===== config.mk =====
export PLATFORM = sky130hd
export DESIGN_NAME = pitch_slide_vibrato_engine_core
export DESIGN_NICKNAME = d
export VERILOG_FILES = /design/src/rtl/psve_pkg.sv /design/src/rtl/pitch_slide_vibrato_engine_core.sv /design/src/rtl/psve_div.sv /design/src/rtl/psve_state_mem.sv
export SDC_FILE = /design/constraint.sdc
export NUM_CORES = 1
export LEC_CHECK = 0
export BUFFER_PORTS_ARGS = -buffer_cell sky130_fd_sc_hd__buf_2
export CAP_MARGIN = 20
export CORE_MARGIN = 5
export CORE_UTILIZATION = 55
export DETAILED_ROUTE_END_ITERATION = 6
export PLACE_DENSITY = 0.72
export SYNTH_ARGS = -nofsm -noshare
export SYNTH_HDL_FRONTEND = slang
export SYNTH_SLANG_ARGS = --single-unit

===== constraint.sdc =====
create_clock -name clk -period 18.4 [get_ports clk]
set_input_delay 4.6 -clock clk [delete_from_list [all_inputs] [get_ports clk]]
set_output_delay 4.6 -clock clk [all_outputs]
set_load 0.02 [all_outputs]

===== src/rtl/psve_pkg.sv =====
// Shared types and constants for the pitch slide / vibrato engine.
// Holds the per-channel state word, the divider handshake and the op codes.
// No dependencies.
package psve_pkg;

	localparam int CHANNELS = 4;
	localparam int CH_W     = (CHANNELS > 1) ? $clog2(CHANNELS) : 1;

	localparam logic [1:0]  NO_VIB_CHANNEL = 2'd3;
	localparam logic [10:0] FREQ_MASK      = 11'h7FF;
	localparam logic [7:0]  BYTE_MASK      = 8'hFF;

	typedef enum logic {
		OP_NOTE = 1'b0,
		OP_TICK = 1'b1
	} op_t;

	typedef struct packed {
		logic [15:0] slide_current;
		logic [10:0] target_freq;
		logic        slide_on;
		logic        slide_down;
		logic [7:0]  step_whole;
		logic [7:0]  step_fraction;
		logic [7:0]  fraction_accum;
		logic [10:0] vibrato_base;
		logic [7:0]  vibrato_wait_left;
		logic [7:0]  vibrato_speed;
		logic [7:0]  vibrato_count;
		logic        vibrato_phase;
		logic [7:0]  vibrato_amount;
	} chan_state_t;

	typedef struct packed {
		logic       start;
		logic [7:0] dividend;
		logic [7:0] divisor;
	} div_req_t;

	typedef struct packed {
		logic       done;
		logic [7:0] quotient;
		logic [7:0] remainder;
	} div_rsp_t;

	function automatic chan_state_t chan_reset_state();
		chan_state_t s;
		s                   = '0;
		s.vibrato_speed     = 8'd1;
		s.vibrato_count     = 8'd1;
		return s;
	endfunction

endpackage


===== src/rtl/pitch_slide_vibrato_engine_core.sv =====
// Pitch slide and vibrato engine: four tone channels, per-channel state in one memory.
// Each request is a read-modify-write through the state memory. A tick runs the slide,
// vibrato and write-back states; a note start with a slide runs the 8-step slide-step
// divider before write-back. A new request is taken only when idle, after the last report.
// Reset (arst_n low, async): control idles, output word drops, every channel reads
// as its reset state until first written.
module pitch_slide_vibrato_engine_core (
	input  logic        clk,
	input  logic        arst_n,
	input  logic        in_valid,
	output logic        in_ready,
	input  logic        operation,
	input  logic [1:0]  channel,
	input  logic        muted,
	input  logic [10:0] note_freq,
	input  logic [10:0] slide_goal,
	input  logic [7:0]  slide_length,
	input  logic [7:0]  vibrato_wait,
	input  logic [7:0]  vibrato_speed,
	input  logic [7:0]  vibrato_amount,
	output logic        out_valid,
	input  logic        out_ready,
	output logic [1:0]  out_channel,
	output logic        freq_write,
	output logic [10:0] frequency
);
	import psve_pkg::*;

	// Sequencer: read the channel entry, apply slide (or load a note), run the divider
	// for a sliding note or apply vibrato for a tick, then write back and report.
	typedef enum logic [2:0] {
		ST_IDLE,
		ST_SLIDE,
		ST_DIV,
		ST_VIB,
		ST_WB
	} state_t;

	state_t      state_q;
	logic        out_valid_q;
	logic [1:0]  out_channel_q;
	logic        freq_write_q;
	logic [10:0] frequency_q;

	// Captured input word
	op_t         op_q;
	logic [1:0]  ch_q;
	logic        muted_q;
	logic        ch_ok_q;
	logic [10:0] freq_q;
	logic [10:0] goal_q;
	logic [7:0]  len_q;
	logic [7:0]  wait_q;
	logic [7:0]  speed_q;
	logic [7:0]  amount_q;

	// Working copy of the channel entry and the pending write
	chan_state_t ent_q;
	logic [7:0]  dh_q;
	logic        wrote_q;
	logic [10:0] wf_q;

	logic        accept;
	logic        ch_ok_in;
	logic        out_free;
	logic [CH_W-1:0] rd_addr;
	logic [CH_W-1:0] ch_idx;
	chan_state_t mem_rd;
	logic        mem_wr_en;
	div_req_t    div_req;
	div_rsp_t    div_rsp;

	assign in_ready = (state_q == ST_IDLE);
	assign accept   = in_valid && in_ready;
	assign ch_ok_in = (32'(channel) < CHANNELS);
	assign out_free = !out_valid_q || out_ready;
	assign rd_addr  = CH_W'({{CH_W{1'b0}}, channel});
	assign ch_idx   = CH_W'({{CH_W{1'b0}}, ch_q});
	assign mem_wr_en = (state_q == ST_WB) && out_free && ch_ok_q;

	psve_state_mem u_mem (
		.clk     (clk),
		.arst_n  (arst_n),
		.rd_en   (accept && ch_ok_in),
		.rd_addr (rd_addr),
		.rd_data (mem_rd),
		.wr_en   (mem_wr_en),
		.wr_addr (ch_idx),
		.wr_data (ent_q)
	);

	// ---------------------------------------------------------------
	// Note start: build the fresh entry and the step's high byte.
	// ---------------------------------------------------------------
	chan_state_t note_ent;
	logic        note_active;
	logic        note_down;
	logic [10:0] diff_dn;
	logic        borrow;
	logic [7:0]  cur_hi_adj;
	logic [7:0]  dh_note;
	logic [7:0]  dl_note;

	assign note_active = (freq_q != '0) && (goal_q != '0) && (len_q != '0) &&
	                     (freq_q != goal_q);
	assign note_down   = (freq_q >= goal_q);
	assign diff_dn     = freq_q - goal_q;
	assign borrow      = (goal_q[7:0] < freq_q[7:0]);
	// Upward slide keeps the original borrow quirk: when the low bytes borrow, the high byte comes out two too large.
	assign cur_hi_adj  = {5'b0, freq_q[10:8]} - {7'b0, borrow};
	always_comb begin
		if (note_down) begin
			dh_note = {5'b0, diff_dn[10:8]};
			dl_note = diff_dn[7:0];
		end else begin
			dh_note = {5'b0, goal_q[10:8]} - cur_hi_adj;
			dl_note = (goal_q[7:0] - freq_q[7:0]) & BYTE_MASK;
		end
	end

	always_comb begin
		note_ent                   = '0;
		note_ent.vibrato_base      = freq_q;
		note_ent.vibrato_wait_left = wait_q;
		note_ent.vibrato_speed     = (speed_q != '0) ? speed_q : 8'd1;
		note_ent.vibrato_count     = (speed_q != '0) ? speed_q : 8'd1;
		note_ent.vibrato_phase     = 1'b0;
		note_ent.vibrato_amount    = amount_q;
		note_ent.slide_on          = note_active;
		note_ent.slide_down        = note_active && note_down;
		note_ent.slide_current     = {5'b0, freq_q};
		note_ent.target_freq       = goal_q;
	end

	assign div_req.start    = (state_q == ST_SLIDE) && (op_q == OP_NOTE) && note_active;
	assign div_req.dividend = dl_note;
	assign div_req.divisor  = len_q;

	psve_div u_div (
		.clk    (clk),
		.arst_n (arst_n),
		.req    (div_req),
		.rsp    (div_rsp)
	);

	// ---------------------------------------------------------------
	// Slide tick on the entry just read
	// ---------------------------------------------------------------
	chan_state_t slide_ent;
	logic        slide_wr;
	logic [10:0] slide_f;
	logic [8:0]  frac_sum;
	logic [8:0]  frac_dbl;
	logic [15:0] cur_up;
	logic [15:0] cur_dn;
	logic [15:0] cur_n;
	logic [15:0] tgt_ext;
	logic        slide_fin;

	assign frac_sum = {1'b0, mem_rd.step_fraction} + {1'b0, mem_rd.fraction_accum};
	assign frac_dbl = {mem_rd.step_fraction, 1'b0};
	assign cur_up   = mem_rd.slide_current + {8'b0, mem_rd.step_whole} + {15'b0, frac_sum[8]};
	assign cur_dn   = mem_rd.slide_current - {8'b0, mem_rd.step_whole} - {15'b0, frac_dbl[8]};
	assign tgt_ext  = {5'b0, mem_rd.target_freq};

	always_comb begin
		slide_ent = mem_rd;
		slide_wr  = 1'b0;
		slide_f   = '0;
		cur_n     = mem_rd.slide_current;
		slide_fin = 1'b0;
		if (mem_rd.slide_on) begin
			if (!mem_rd.slide_down) begin
				slide_ent.fraction_accum = frac_sum[7:0];
				cur_n     = cur_up;
				slide_fin = (cur_up > tgt_ext);
			end else begin
				// Downward slides double the fraction in place.
				slide_ent.step_fraction = frac_dbl[7:0];
				cur_n     = cur_dn;
				slide_fin = (cur_dn < tgt_ext);
			end
			if (slide_fin) begin
				slide_ent.slide_on = 1'b0;
				cur_n = tgt_ext;
			end
			slide_ent.slide_current = cur_n;
			slide_ent.vibrato_base  = cur_n[10:0] & FREQ_MASK;
			slide_wr = 1'b1;
			slide_f  = cur_n[10:0] & FREQ_MASK;
		end
	end

	// ---------------------------------------------------------------
	// Vibrato tick on the working entry
	// ---------------------------------------------------------------
	chan_state_t vib_ent;
	logic        vib_wr;
	logic [10:0] vib_f;
	logic [10:0] amt_ext;
	logic        vib_phase_n;

	assign amt_ext     = {3'b0, ent_q.vibrato_amount};
	assign vib_phase_n = !ent_q.vibrato_phase;

	always_comb begin
		vib_ent = ent_q;
		vib_wr  = 1'b0;
		vib_f   = '0;
		if ((ch_q != NO_VIB_CHANNEL) && !ent_q.slide_on &&
		    (ent_q.vibrato_amount != '0) && (ent_q.vibrato_base != '0)) begin
			if (ent_q.vibrato_wait_left != '0) begin
				vib_ent.vibrato_wait_left = ent_q.vibrato_wait_left - 8'd1;
			end else if (ent_q.vibrato_count > 8'd1) begin
				vib_ent.vibrato_count = ent_q.vibrato_count - 8'd1;
			end else begin
				vib_ent.vibrato_phase = vib_phase_n;
				vib_ent.vibrato_count = ent_q.vibrato_speed;
				vib_wr = 1'b1;
				vib_f  = vib_phase_n ? (ent_q.vibrato_base - amt_ext)
				                     : (ent_q.vibrato_base + amt_ext);
			end
		end
	end

	// ---------------------------------------------------------------
	// Sequencer and output word
	// ---------------------------------------------------------------
	always_ff @(posedge clk or negedge arst_n) begin
		if (!arst_n) begin
			state_q       <= ST_IDLE;
			out_valid_q   <= 1'b0;
			out_channel_q <= '0;
			freq_write_q  <= 1'b0;
			frequency_q   <= '0;
		end else begin
			// Drop a taken word unless a new one replaces it this cycle.
			if (out_valid_q && out_ready && !((state_q == ST_WB) && out_free)) begin
				out_valid_q <= 1'b0;
			end
			unique case (state_q)
				ST_IDLE: begin
					if (accept) begin
						state_q <= ch_ok_in ? ST_SLIDE : ST_WB;
					end
				end
				ST_SLIDE: begin
					if (op_q == OP_TICK) begin
						state_q <= ST_VIB;
					end else if (note_active) begin
						state_q <= ST_DIV;
					end else begin
						state_q <= ST_WB;
					end
				end
				ST_DIV: begin
					if (div_rsp.done) begin
						state_q <= ST_WB;
					end
				end
				ST_VIB: begin
					state_q <= ST_WB;
				end
				ST_WB: begin
					// Hold until the output register frees up, then report.
					if (out_free) begin
						out_valid_q   <= 1'b1;
						out_channel_q <= ch_q;
						freq_write_q  <= wrote_q && !muted_q;
						frequency_q   <= (wrote_q && !muted_q) ? wf_q : '0;
						state_q       <= ST_IDLE;
					end
				end
				default: begin
					state_q <= ST_IDLE;
				end
			endcase
		end
	end

	// Datapath registers: no reset needed.
	always_ff @(posedge clk) begin
		if (accept) begin
			op_q     <= op_t'(operation);
			ch_q     <= channel;
			muted_q  <= muted;
			ch_ok_q  <= ch_ok_in;
			freq_q   <= note_freq;
			goal_q   <= slide_goal;
			len_q    <= slide_length;
			wait_q   <= vibrato_wait;
			speed_q  <= vibrato_speed;
			amount_q <= vibrato_amount;
			wrote_q  <= 1'b0;
			wf_q     <= '0;
		end
		if (state_q == ST_SLIDE) begin
			if (op_q == OP_TICK) begin
				ent_q   <= slide_ent;
				wrote_q <= slide_wr;
				wf_q    <= slide_f;
			end else begin
				ent_q <= note_ent;
				dh_q  <= dh_note;
			end
		end
		if ((state_q == ST_DIV) && div_rsp.done) begin
			ent_q.step_whole     <= dh_q + div_rsp.quotient + 8'd1;
			ent_q.step_fraction  <= div_rsp.remainder;
			ent_q.fraction_accum <= div_rsp.remainder;
		end
		if (state_q == ST_VIB) begin
			ent_q <= vib_ent;
			if (vib_wr) begin
				wrote_q <= 1'b1;
				wf_q    <= vib_f & FREQ_MASK;
			end
		end
	end

	assign out_valid   = out_valid_q;
	assign out_channel = out_channel_q;
	assign freq_write  = freq_write_q;
	assign frequency   = frequency_q;

endmodule


===== src/rtl/psve_div.sv =====
// Restoring divider for the slide step: 8-bit by 8-bit, one quotient bit per cycle.
// Depends on psve_pkg for the request and response structs.
module psve_div (
	input  logic               clk,
	input  logic               arst_n,
	input  psve_pkg::div_req_t req,
	output psve_pkg::div_rsp_t rsp
);
	import psve_pkg::*;

	logic       busy_q;
	logic       done_q;
	logic [2:0] cnt_q;
	logic [7:0] rem_q;
	logic [7:0] quo_q;
	logic [7:0] dvs_q;
	logic [8:0] trial;
	logic [8:0] diff;
	logic       ge;

	assign trial = {rem_q, quo_q[7]};
	assign diff  = trial - {1'b0, dvs_q};
	assign ge    = (trial >= {1'b0, dvs_q});

	always_ff @(posedge clk or negedge arst_n) begin
		if (!arst_n) begin
			busy_q <= 1'b0;
			done_q <= 1'b0;
			cnt_q  <= '0;
		end else begin
			done_q <= 1'b0;
			if (req.start) begin
				busy_q <= 1'b1;
				cnt_q  <= '0;
			end else if (busy_q) begin
				cnt_q <= cnt_q + 3'd1;
				if (cnt_q == 3'd7) begin
					busy_q <= 1'b0;
					done_q <= 1'b1;
				end
			end
		end
	end

	always_ff @(posedge clk) begin
		if (req.start) begin
			rem_q <= '0;
			quo_q <= req.dividend;
			dvs_q <= req.divisor;
		end else if (busy_q) begin
			rem_q <= ge ? diff[7:0] : trial[7:0];
			quo_q <= {quo_q[6:0], ge};
		end
	end

	assign rsp.done      = done_q;
	assign rsp.quotient  = quo_q;
	assign rsp.remainder = rem_q;

endmodule


===== src/rtl/psve_state_mem.sv =====
// Per-channel state memory: one write port, one registered read port.
// Valid bits make an unwritten entry read as the reset state. Depends on psve_pkg.
module psve_state_mem (
	input  logic                       clk,
	input  logic                       arst_n,
	input  logic                       rd_en,
	input  logic [psve_pkg::CH_W-1:0]  rd_addr,
	output psve_pkg::chan_state_t      rd_data,
	input  logic                       wr_en,
	input  logic [psve_pkg::CH_W-1:0]  wr_addr,
	input  psve_pkg::chan_state_t      wr_data
);
	import psve_pkg::*;

	chan_state_t          mem [CHANNELS];
	logic [CHANNELS-1:0]  vld_q;
	chan_state_t          rd_data_q;
	logic                 rd_vld_q;

	always_ff @(posedge clk) begin
		if (wr_en) begin
			mem[wr_addr] <= wr_data;
		end
		if (rd_en) begin
			rd_data_q <= mem[rd_addr];
		end
	end

	always_ff @(posedge clk or negedge arst_n) begin
		if (!arst_n) begin
			vld_q    <= '0;
			rd_vld_q <= 1'b0;
		end else begin
			if (wr_en) begin
				vld_q[wr_addr] <= 1'b1;
			end
			if (rd_en) begin
				rd_vld_q <= vld_q[rd_addr];
			end
		end
	end

	assign rd_data = rd_vld_q ? rd_data_q : chan_reset_state();

endmodule


==> results by group, run 1 <==
Critical path
  • Worst setup SP type: flop
  • WP data arrival: 7680 ps
  • Critical path type: flop to flop
  • R2R Setup Slk: 11070 ps
  • R2r startpoint: u_mem.rd_vld_q
  • Worst setup EP type: flop
  • CP Max Fanout: 42
  • Required time worst endpoint: 18750 ps
  • Reg2reg path depth: 26
  • Reg2reg end: ent_q[39]

Drt
  • DR vias/cell: 6.161
  • # DRC: 0
  • Final wirelength: 73240 um
  • Mean routed wirelength per cell: 24.85 um
  • DR vias: 18160
  • DRT iter0 DRCs: 1618
  • Drt first pass iters: 7
  • Post-route ant nets: 0

CTS
  • Clock transition at path regs: 70 ps
  • Max Root-Sink Buffers: 3
  • Post-CTS sizing: 0
  • CTS Hold Buffers Added: 0
  • H-tree levels: 3
  • TritonCTS Sinks: 709
  • CTS tree: built
  • Worst-skew pair later-pin latency: 630 ps
  • Setup bufs post-CTS: 0
  • CTS Buf Count: 73
  • Root Driver: clkbuf_16

Timing
  • RSZ-0062 raised after global routing: no
  • Final min period: 7333 ps
  • Final WS setup: 11070 ps
  • Finish-stage setup viols: 0
  • Final Hold Viols: 0
  • TNS Setup: 0 ps
  • Hold WS: 442.7 ps
  • Final max-slew violation count: 0
  • Clock skew: 34.73 ps
  • Fmax: 136.4 MHz
  • Slew of the pin with the lowest slew margin: 1076 ps
  • Slew HR: 28.29%
  • Tcrit/Tclk final: 39.86%

Worst hold path
  • Tightest Hold Check Type: flop to flop
  • HP Start: len_q[7]
  • Hold endpoint: u_div.dvs_q[7]
  • Hold path depth: 0

Synth
  • Post-Syn Area: 31080 um2
  • Cells after synthesis: 2041
  • Synth Warn #: 0
  • Most area-consuming cells after synthesis: edfxtp_1 (64%), mux4_2 (7.1%), ha_1 (4.2%), dfrtp_1 (2.3%), nand2_1 (1.9%)
  • Synth Flop Type: edfxtp_1
  • Asr flop ratio synth: 3.949%
  • Post-synth top area share: 63.86%
  • Post-synthesis sequential area ratio: 67.40%
  • Number of library cell types mapped by synthesis: 89
  • Number of synthesized register bits: 709
  • Synthesized Nets: 2218
  • Synth area leader: edfxtp_1
  • Syn avg cell area: 15.23 um2
  • Number of synthesized flops with an enable pin: 661

Global route
  • Busiest metal layer after global routing: met2
  • Initial antenna violation count: 0
  • Largest net degree at the start of global routing: 87
  • Vias in the first global route: 18280
  • Global-route wire length before repair: 111300 um
  • Met1 GRT Util: 34.44%
  • Gr usage total: 24.13%
  • Remaining global-route overflow: 0
  • GR Util met3: 4.577%
  • GRT met2 Usage: 38.77%

Final layout
  • P&R area growth vs syn: 11.73%
  • Ant. Diodes: 0
  • FF+latch area: 20950 um2
  • # fillers: 4181
  • Commonest non-fill, non-tap cell in the layout: edfxtp_1
  • Leading cell types in the layout, fill and taps excluded: edfxtp_1 (661), nand2_1 (155), ha_1 (104)
  • Finished Layout Cells: 2947
  • Post-route core utilization: 61.83%
  • Area of the multi-input gates: 9430 um2
  • Share of cells above drive strength 1: 16.34%
  • NumNets Final: 2310

Power and ir drop
  • Static leakage power: 0.01239 uW
  • Cell area power density: 158.0 nW/um2
  • Worst VDD drop: 0.1299 mV

Die
  • Die ar.: 61370 um2
  • Die X: 247.7 um
  • Starting Density: 55.34%
  • Vert. Die Dim: 247.7 um
  • Io pins: 78
  • # rows: 87
  • Core ar.: 56170 um2

Placed design
  • Final HPWL DP: 47560 um
  • Pre-CTS WS: 10820 ps
  • PortBufs: 77
  • Routability Congestion: 0.9215
  • Post-Place Cells: 2814

Outcome
  • Outcome: complete, no violations

Flow run
  • Max Cap Viol: 0
[state kept, by name (all words and copies together), names as in the netlist, 4 cells and up]
signal	count
amount_q	8
amt_ext	8
dh_q	5
ent_q	89
freq_q	11
frequency	11
goal_q	11
len_q	8
speed_q	8
u_div.dvs_q	8
u_div.quo_q	8
u_div.rem_q	8
u_mem.mem	388
u_mem.rd_data_q	97
u_mem.vld_q	4
wait_q	8
wf_q	11
[layer usage]
| metal | vias to the layer above | wire length (um) |
|---|---|---|
| li1 | 8055 | - |
| met1 | 9176 | 30440 |
| met2 | 784 | 35040 |
| met3 | 141 | 5620 |
| met4 | 0 | 2141 |
| met5 | - | 0 |
[synth_stat cells (25+ instances only)]
cell type / instances
mux2i_1: 33
o21ai_0: 86
clkbuf_1: 57
xor2_1: 27
nor3_1: 26
dfrtp_1: 28
a21o_1: 25
a21oi_1: 87
ha_1: 104
nor2_1: 102
mux4_2: 98
and2_1: 26
xnor2_1: 46
edfxtp_1: 661
nand2_1: 155
inv_1: 98
nand3_1: 50
[critical path: stages (launching register included)]
cell and delay, ps:
dfrtp_2 830, and2_1 270, ha_1 180, inv_1 60, fa_1 440, nor2b_1 160, o21ai_0 90, nand2b_1 100
a21oi_1 70, o21bai_1 210, a21o_1 160, a21oi_1 100, fa_1 490, fa_1 470, nor2_1 140, o221ai_1 210
a21oi_1 330, xnor2_1 190, ha_1 330, nand3_1 110, or4_1 520, o21ai_0 80, a21oi_1 70, a211oi_1 340
nand2_2 250, a311oi_1 640, a31oi_1 190
[layout make-up]
class                   count  share of cell area [%]
flip-flops and latches    709                   60.33
multi-input cells        1148                   27.16
well taps                 756                   2.724
repair buffers            102                   1.733
inverters                  99                   1.084
clock buffers              96                   5.599
clock inverters            37                   1.373
[kinds of logic after synthesis]
group	share of synthesized area [%]
mux	8.345
compound gates	7.443
flops	67.40
xor+xnor	2.057
fa+ha+maj	4.895
buf+inv	2.411
simple gates	7.447
[worst max-delay path by stage]
| stage | cells after the start | from | endpoint | slack [ps] |
|---|---|---|---|---|
| after floorplan | 4 | out_ready | u_mem.vld_q[1] | 5530 |
| after global placement | 5 | out_ready | u_mem.mem[3][46] | 10880 |
| after detailed placement | 5 | out_ready | u_mem.mem[3][55] | 10820 |
| after CTS | 26 | u_mem.rd_vld_q | ent_q[39] | 11150 |
| after global routing | 26 | u_mem.rd_vld_q | ent_q[39] | 10530 |
| final | 26 | u_mem.rd_vld_q | ent_q[39] | 11070 |
[power breakdown]
group / switching [uW] / total (uW) / internal (uW) / leakage [uW]
clock: 626 / 1480 / 856 / 0.00116
sequential: 247 / 2400 / 2150 / 0.00659
combinational: 1020 / 1600 / 588 / 0.00464
[through the flow]
step                      power (uW)  instance area, um2
after floorplan                 3470               31080
after global placement          3953               32280
after detailed placement        4006               32310
after CTS                       5496               34730
after global routing            5758               34730
final                           5488               34730
Note: power is estimated with default switching activity, not from simulation.
==> run 2: changes to the inputs <==
Settings changed: ABC_AREA set to 1.
Clock period 18.4 ns to 7.4 ns, I/O delays scaled along.
==> results by group, run 2 <==
Synth
  • Number of library cell types mapped by synthesis: 57 (-36%)
  • Synthesized Nets: 2963 (+34%)
  • Most area-consuming cells after synthesis: edfxtp_1 (63%), nand2_1 (5.8%), o21ai_0 (4.9%), ha_1 (4.1%), nor2_1 (3.6%)
  • Asr flop ratio synth: 3.949% (unchanged)
  • Synth Warn #: 0 (unchanged)
  • Post-Syn Area: 31640 um2 (+1.8%)
  • Number of synthesized flops with an enable pin: 661 (unchanged)
  • Post-synth top area share: 62.73% (-1.1 points)
  • Cells after synthesis: 2786 (+37%)
  • Synth top cells by count: edfxtp_1 (661), nand2_1 (491), o21ai_0 (309), nor2_1 (304), inv_1 (232)
  • Most common cell in the netlist: edfxtp_1
  • Synth Flop Type: edfxtp_1
  • Number of synthesized register bits: 709 (unchanged)
  • Syn avg cell area: 11.36 um2 (-25%)
  • Synth area leader: edfxtp_1
  • Post-synthesis sequential area ratio: 66.21% (-1.2 points)

Die
  • # rows: 88 (+1.1%)
  • Starting Density: 55.16% (-0.18 points)
  • Core ar.: 57370 um2 (+2.1%)
  • Die ar.: 62430 um2 (+1.7%)
  • Io pins: 78 (unchanged)
  • Vert. Die Dim: 249.9 um (+0.86%)
  • Die X: 249.9 um (+0.86%)

Global route
  • Initial antenna violation count: 0 (unchanged)
  • Global-route wire length before repair: 122000 um (+9.6%)
  • Vias in the first global route: 21550 (+18%)
  • Gr usage total: 24.97% (+0.85 points)
  • Largest net degree at the start of global routing: 100 (+15%)
  • Remaining global-route overflow: 0 (unchanged)

Final layout
  • P&R area growth vs syn: 11.46%
  • Largest registers: u_mem.mem x388, u_mem.rd_data_q x97, ent_q x89
  • Commonest non-fill, non-tap cell in the layout: edfxtp_1
  • Max reg flops: 388 (unchanged)
  • Ant. Diodes: 0 (unchanged)
  • NumNets Final: 3035 (+31%)
  • Post-route core utilization: 61.48% (-0.35 points)
  • Leading cell types in the layout, fill and taps excluded: edfxtp_1 (661), nand2_1 (491), o21ai_0 (309)
  • Share of cells above drive strength 1: 9.565% (-6.8 points)
  • # fillers: 4467 (+6.8%)
  • Top reg by flops: u_mem.mem
  • Finished Layout Cells: 3682 (+25%)

Worst hold path
  • Tightest Hold Check Type: flop to flop

Critical path
  • WP data arrival: 6460 ps (-1220 ps)
  • Buffer and inverter count on the worst path: 3 (+2)
  • R2R Setup Slk: 1320 ps (-9750 ps)
  • Slowest CP cell: dfrtp_2
  • CP dominant cell by count: nand2_1
  • Critical path type: flop to flop
  • Worst setup SP type: flop
  • Crit-path leading delay family: simple AND/OR/NAND/NOR gates
  • CP max stage delay: 540 ps (-290 ps)
  • Worst setup EP type: flop
  • CP Max Fanout: 17 (-60%)
  • Required time worst endpoint: 7780 ps (-10970 ps)

CTS
  • Root Driver: clkbuf_16
  • Clock transition at path regs: 70 ps (about the same)
  • TritonCTS Sinks: 709 (unchanged)
  • CTS Hold Buffers Added: 0 (unchanged)
  • Post-CTS sizing: 0 (unchanged)
  • H-tree levels: 3 (unchanged)
  • Max Root-Sink Buffers: 3 (unchanged)
  • Setup bufs post-CTS: 0 (unchanged)
  • Worst-skew pair later-pin latency: 620 ps (about the same)
  • CTS tree: built
  • CTS Buf Count: 73 (unchanged)

Timing
  • Final max-slew violation count: 0 (unchanged)
  • Fmax: 164.4 MHz (+21%)
  • Clock skew: 22.51 ps (-12.22 ps)
  • Slew of the pin with the lowest slew margin: 1137 ps (+61.70 ps)
  • Hold WS: 449.7 ps (+7.036 ps)
  • Tcrit/Tclk final: 82.21% (+42 points)
  • Final min period: 6084 ps (-1250 ps)
  • RSZ-0062 raised after global routing: no
  • Final Hold Viols: 0 (unchanged)
  • TNS Setup: 0 ps (unchanged)
  • Finish-stage setup viols: 0 (unchanged)
  • Slew HR: 23.90% (-4.4 points)

Placed design
  • PortBufs: 77 (unchanged)
  • Post-Place Cells: 3547 (+26%)
  • Routability Congestion: 0.9118 (-1.1%)
  • Final HPWL DP: 51450 um (+8.2%)

Outcome
  • Outcome: complete, no violations

Drt
  • Drt first pass iters: 7 (unchanged)
  • Final wirelength: 79360 um (+8.4%)
  • DR vias: 21380 (+18%)
  • Mean routed wirelength per cell: 21.55 um (-13%)
  • # DRC: 0 (unchanged)
  • DRT iter0 DRCs: 1914 (+18%)
  • DR vias/cell: 5.807 (-5.7%)
  • Post-route ant nets: 0 (unchanged)

Power and ir drop
  • Static leakage power: 0.01361 uW (+9.8%)
  • Worst VDD drop: 0.2352 mV (+81%)
  • Cell area power density: 388.8 nW/um2 (+150%)

Flow run
  • Max Cap Viol: 0 (unchanged)
run 2: cell types whose count changed after synthesis, sizes merged, moves of 31 or more:
| cell | previous run | this run |
|---|---|---|
| nand2 | 156 | 508 |
| o21ai | 88 | 312 |
| nor2 | 102 | 312 |
| inv | 99 | 239 |
| o22ai | 8 | 122 |
| mux4 | 98 | 0 |
| clkbuf | 59 | 100 |
| mux2i | 33 | 2 |
run 2: cell type report:
type                            count  area [um2]  share of cell area, %
Clock inverter                     37       429.2                  1.217
Timing Repair Buffer              108       659.4                  1.870
Clock buffer                       97        1978                  5.609
Sequential cell                   709       20950                  59.41
Inverter                          242       913.4                  2.590
Multi-Input combinational cell   1724        9378                  26.59
Tap cell                          765       957.2                  2.714
run 2: routing by layer:
layer / up-vias / global-route usage, % / part of all wire, %
li1: 9956 / - / -
met4: 0 / 8.231 / 3.0
met1: 10520 / 32.99 / 41
met3: 145 / 3.595 / 6.3
met2: 756 / 42.98 / 50
met5: - / 0 / 0
run 2: kinds of logic after synthesis:
group,after synthesis,share of synthesized area (%)
muxes,2,0.06327
and+or+nand+nor,954,12.56
xor gates and xnor gates,59,1.633
AOI/OAI and AO/OA,594,10.42
adders and majority gates,115,4.808
buffers and inverters,353,4.298
DFF,709,66.21
run 2: path summary, 6_finish.rpt:
path,to,cells past startpoint,from
setup / recovery,ent_q[83],35,u_mem.rd_vld_q
hold / removal,u_div.dvs_q[6],0,len_q[6]
setup reg to reg,ent_q[83],35,u_mem.rd_vld_q
hold reg to reg,u_div.dvs_q[6],0,len_q[6]
max in group asynchronous,u_mem.rd_vld_q,1,arst_n
min in group asynchronous,u_mem.vld_q[3],1,arst_n
run 2: power by group:
group	switching [uW]	internal, uW	leakage [uW]	total (uW)
logic	2880	1300	0.00585	4170
registers	465	5380	0.00659	5850
clock network	1550	2150	0.00117	3690
run 2: through the flow:
step	total power, uW	setup WS, ps	instance area [um2]
after detailed placement	10030	1356	32850
final	13710	1316	35270
after global placement	9891	1523	32820
after global routing	14500	682.8	35270
after CTS	13730	1338	35260
after floorplan	8723	473.6	31650
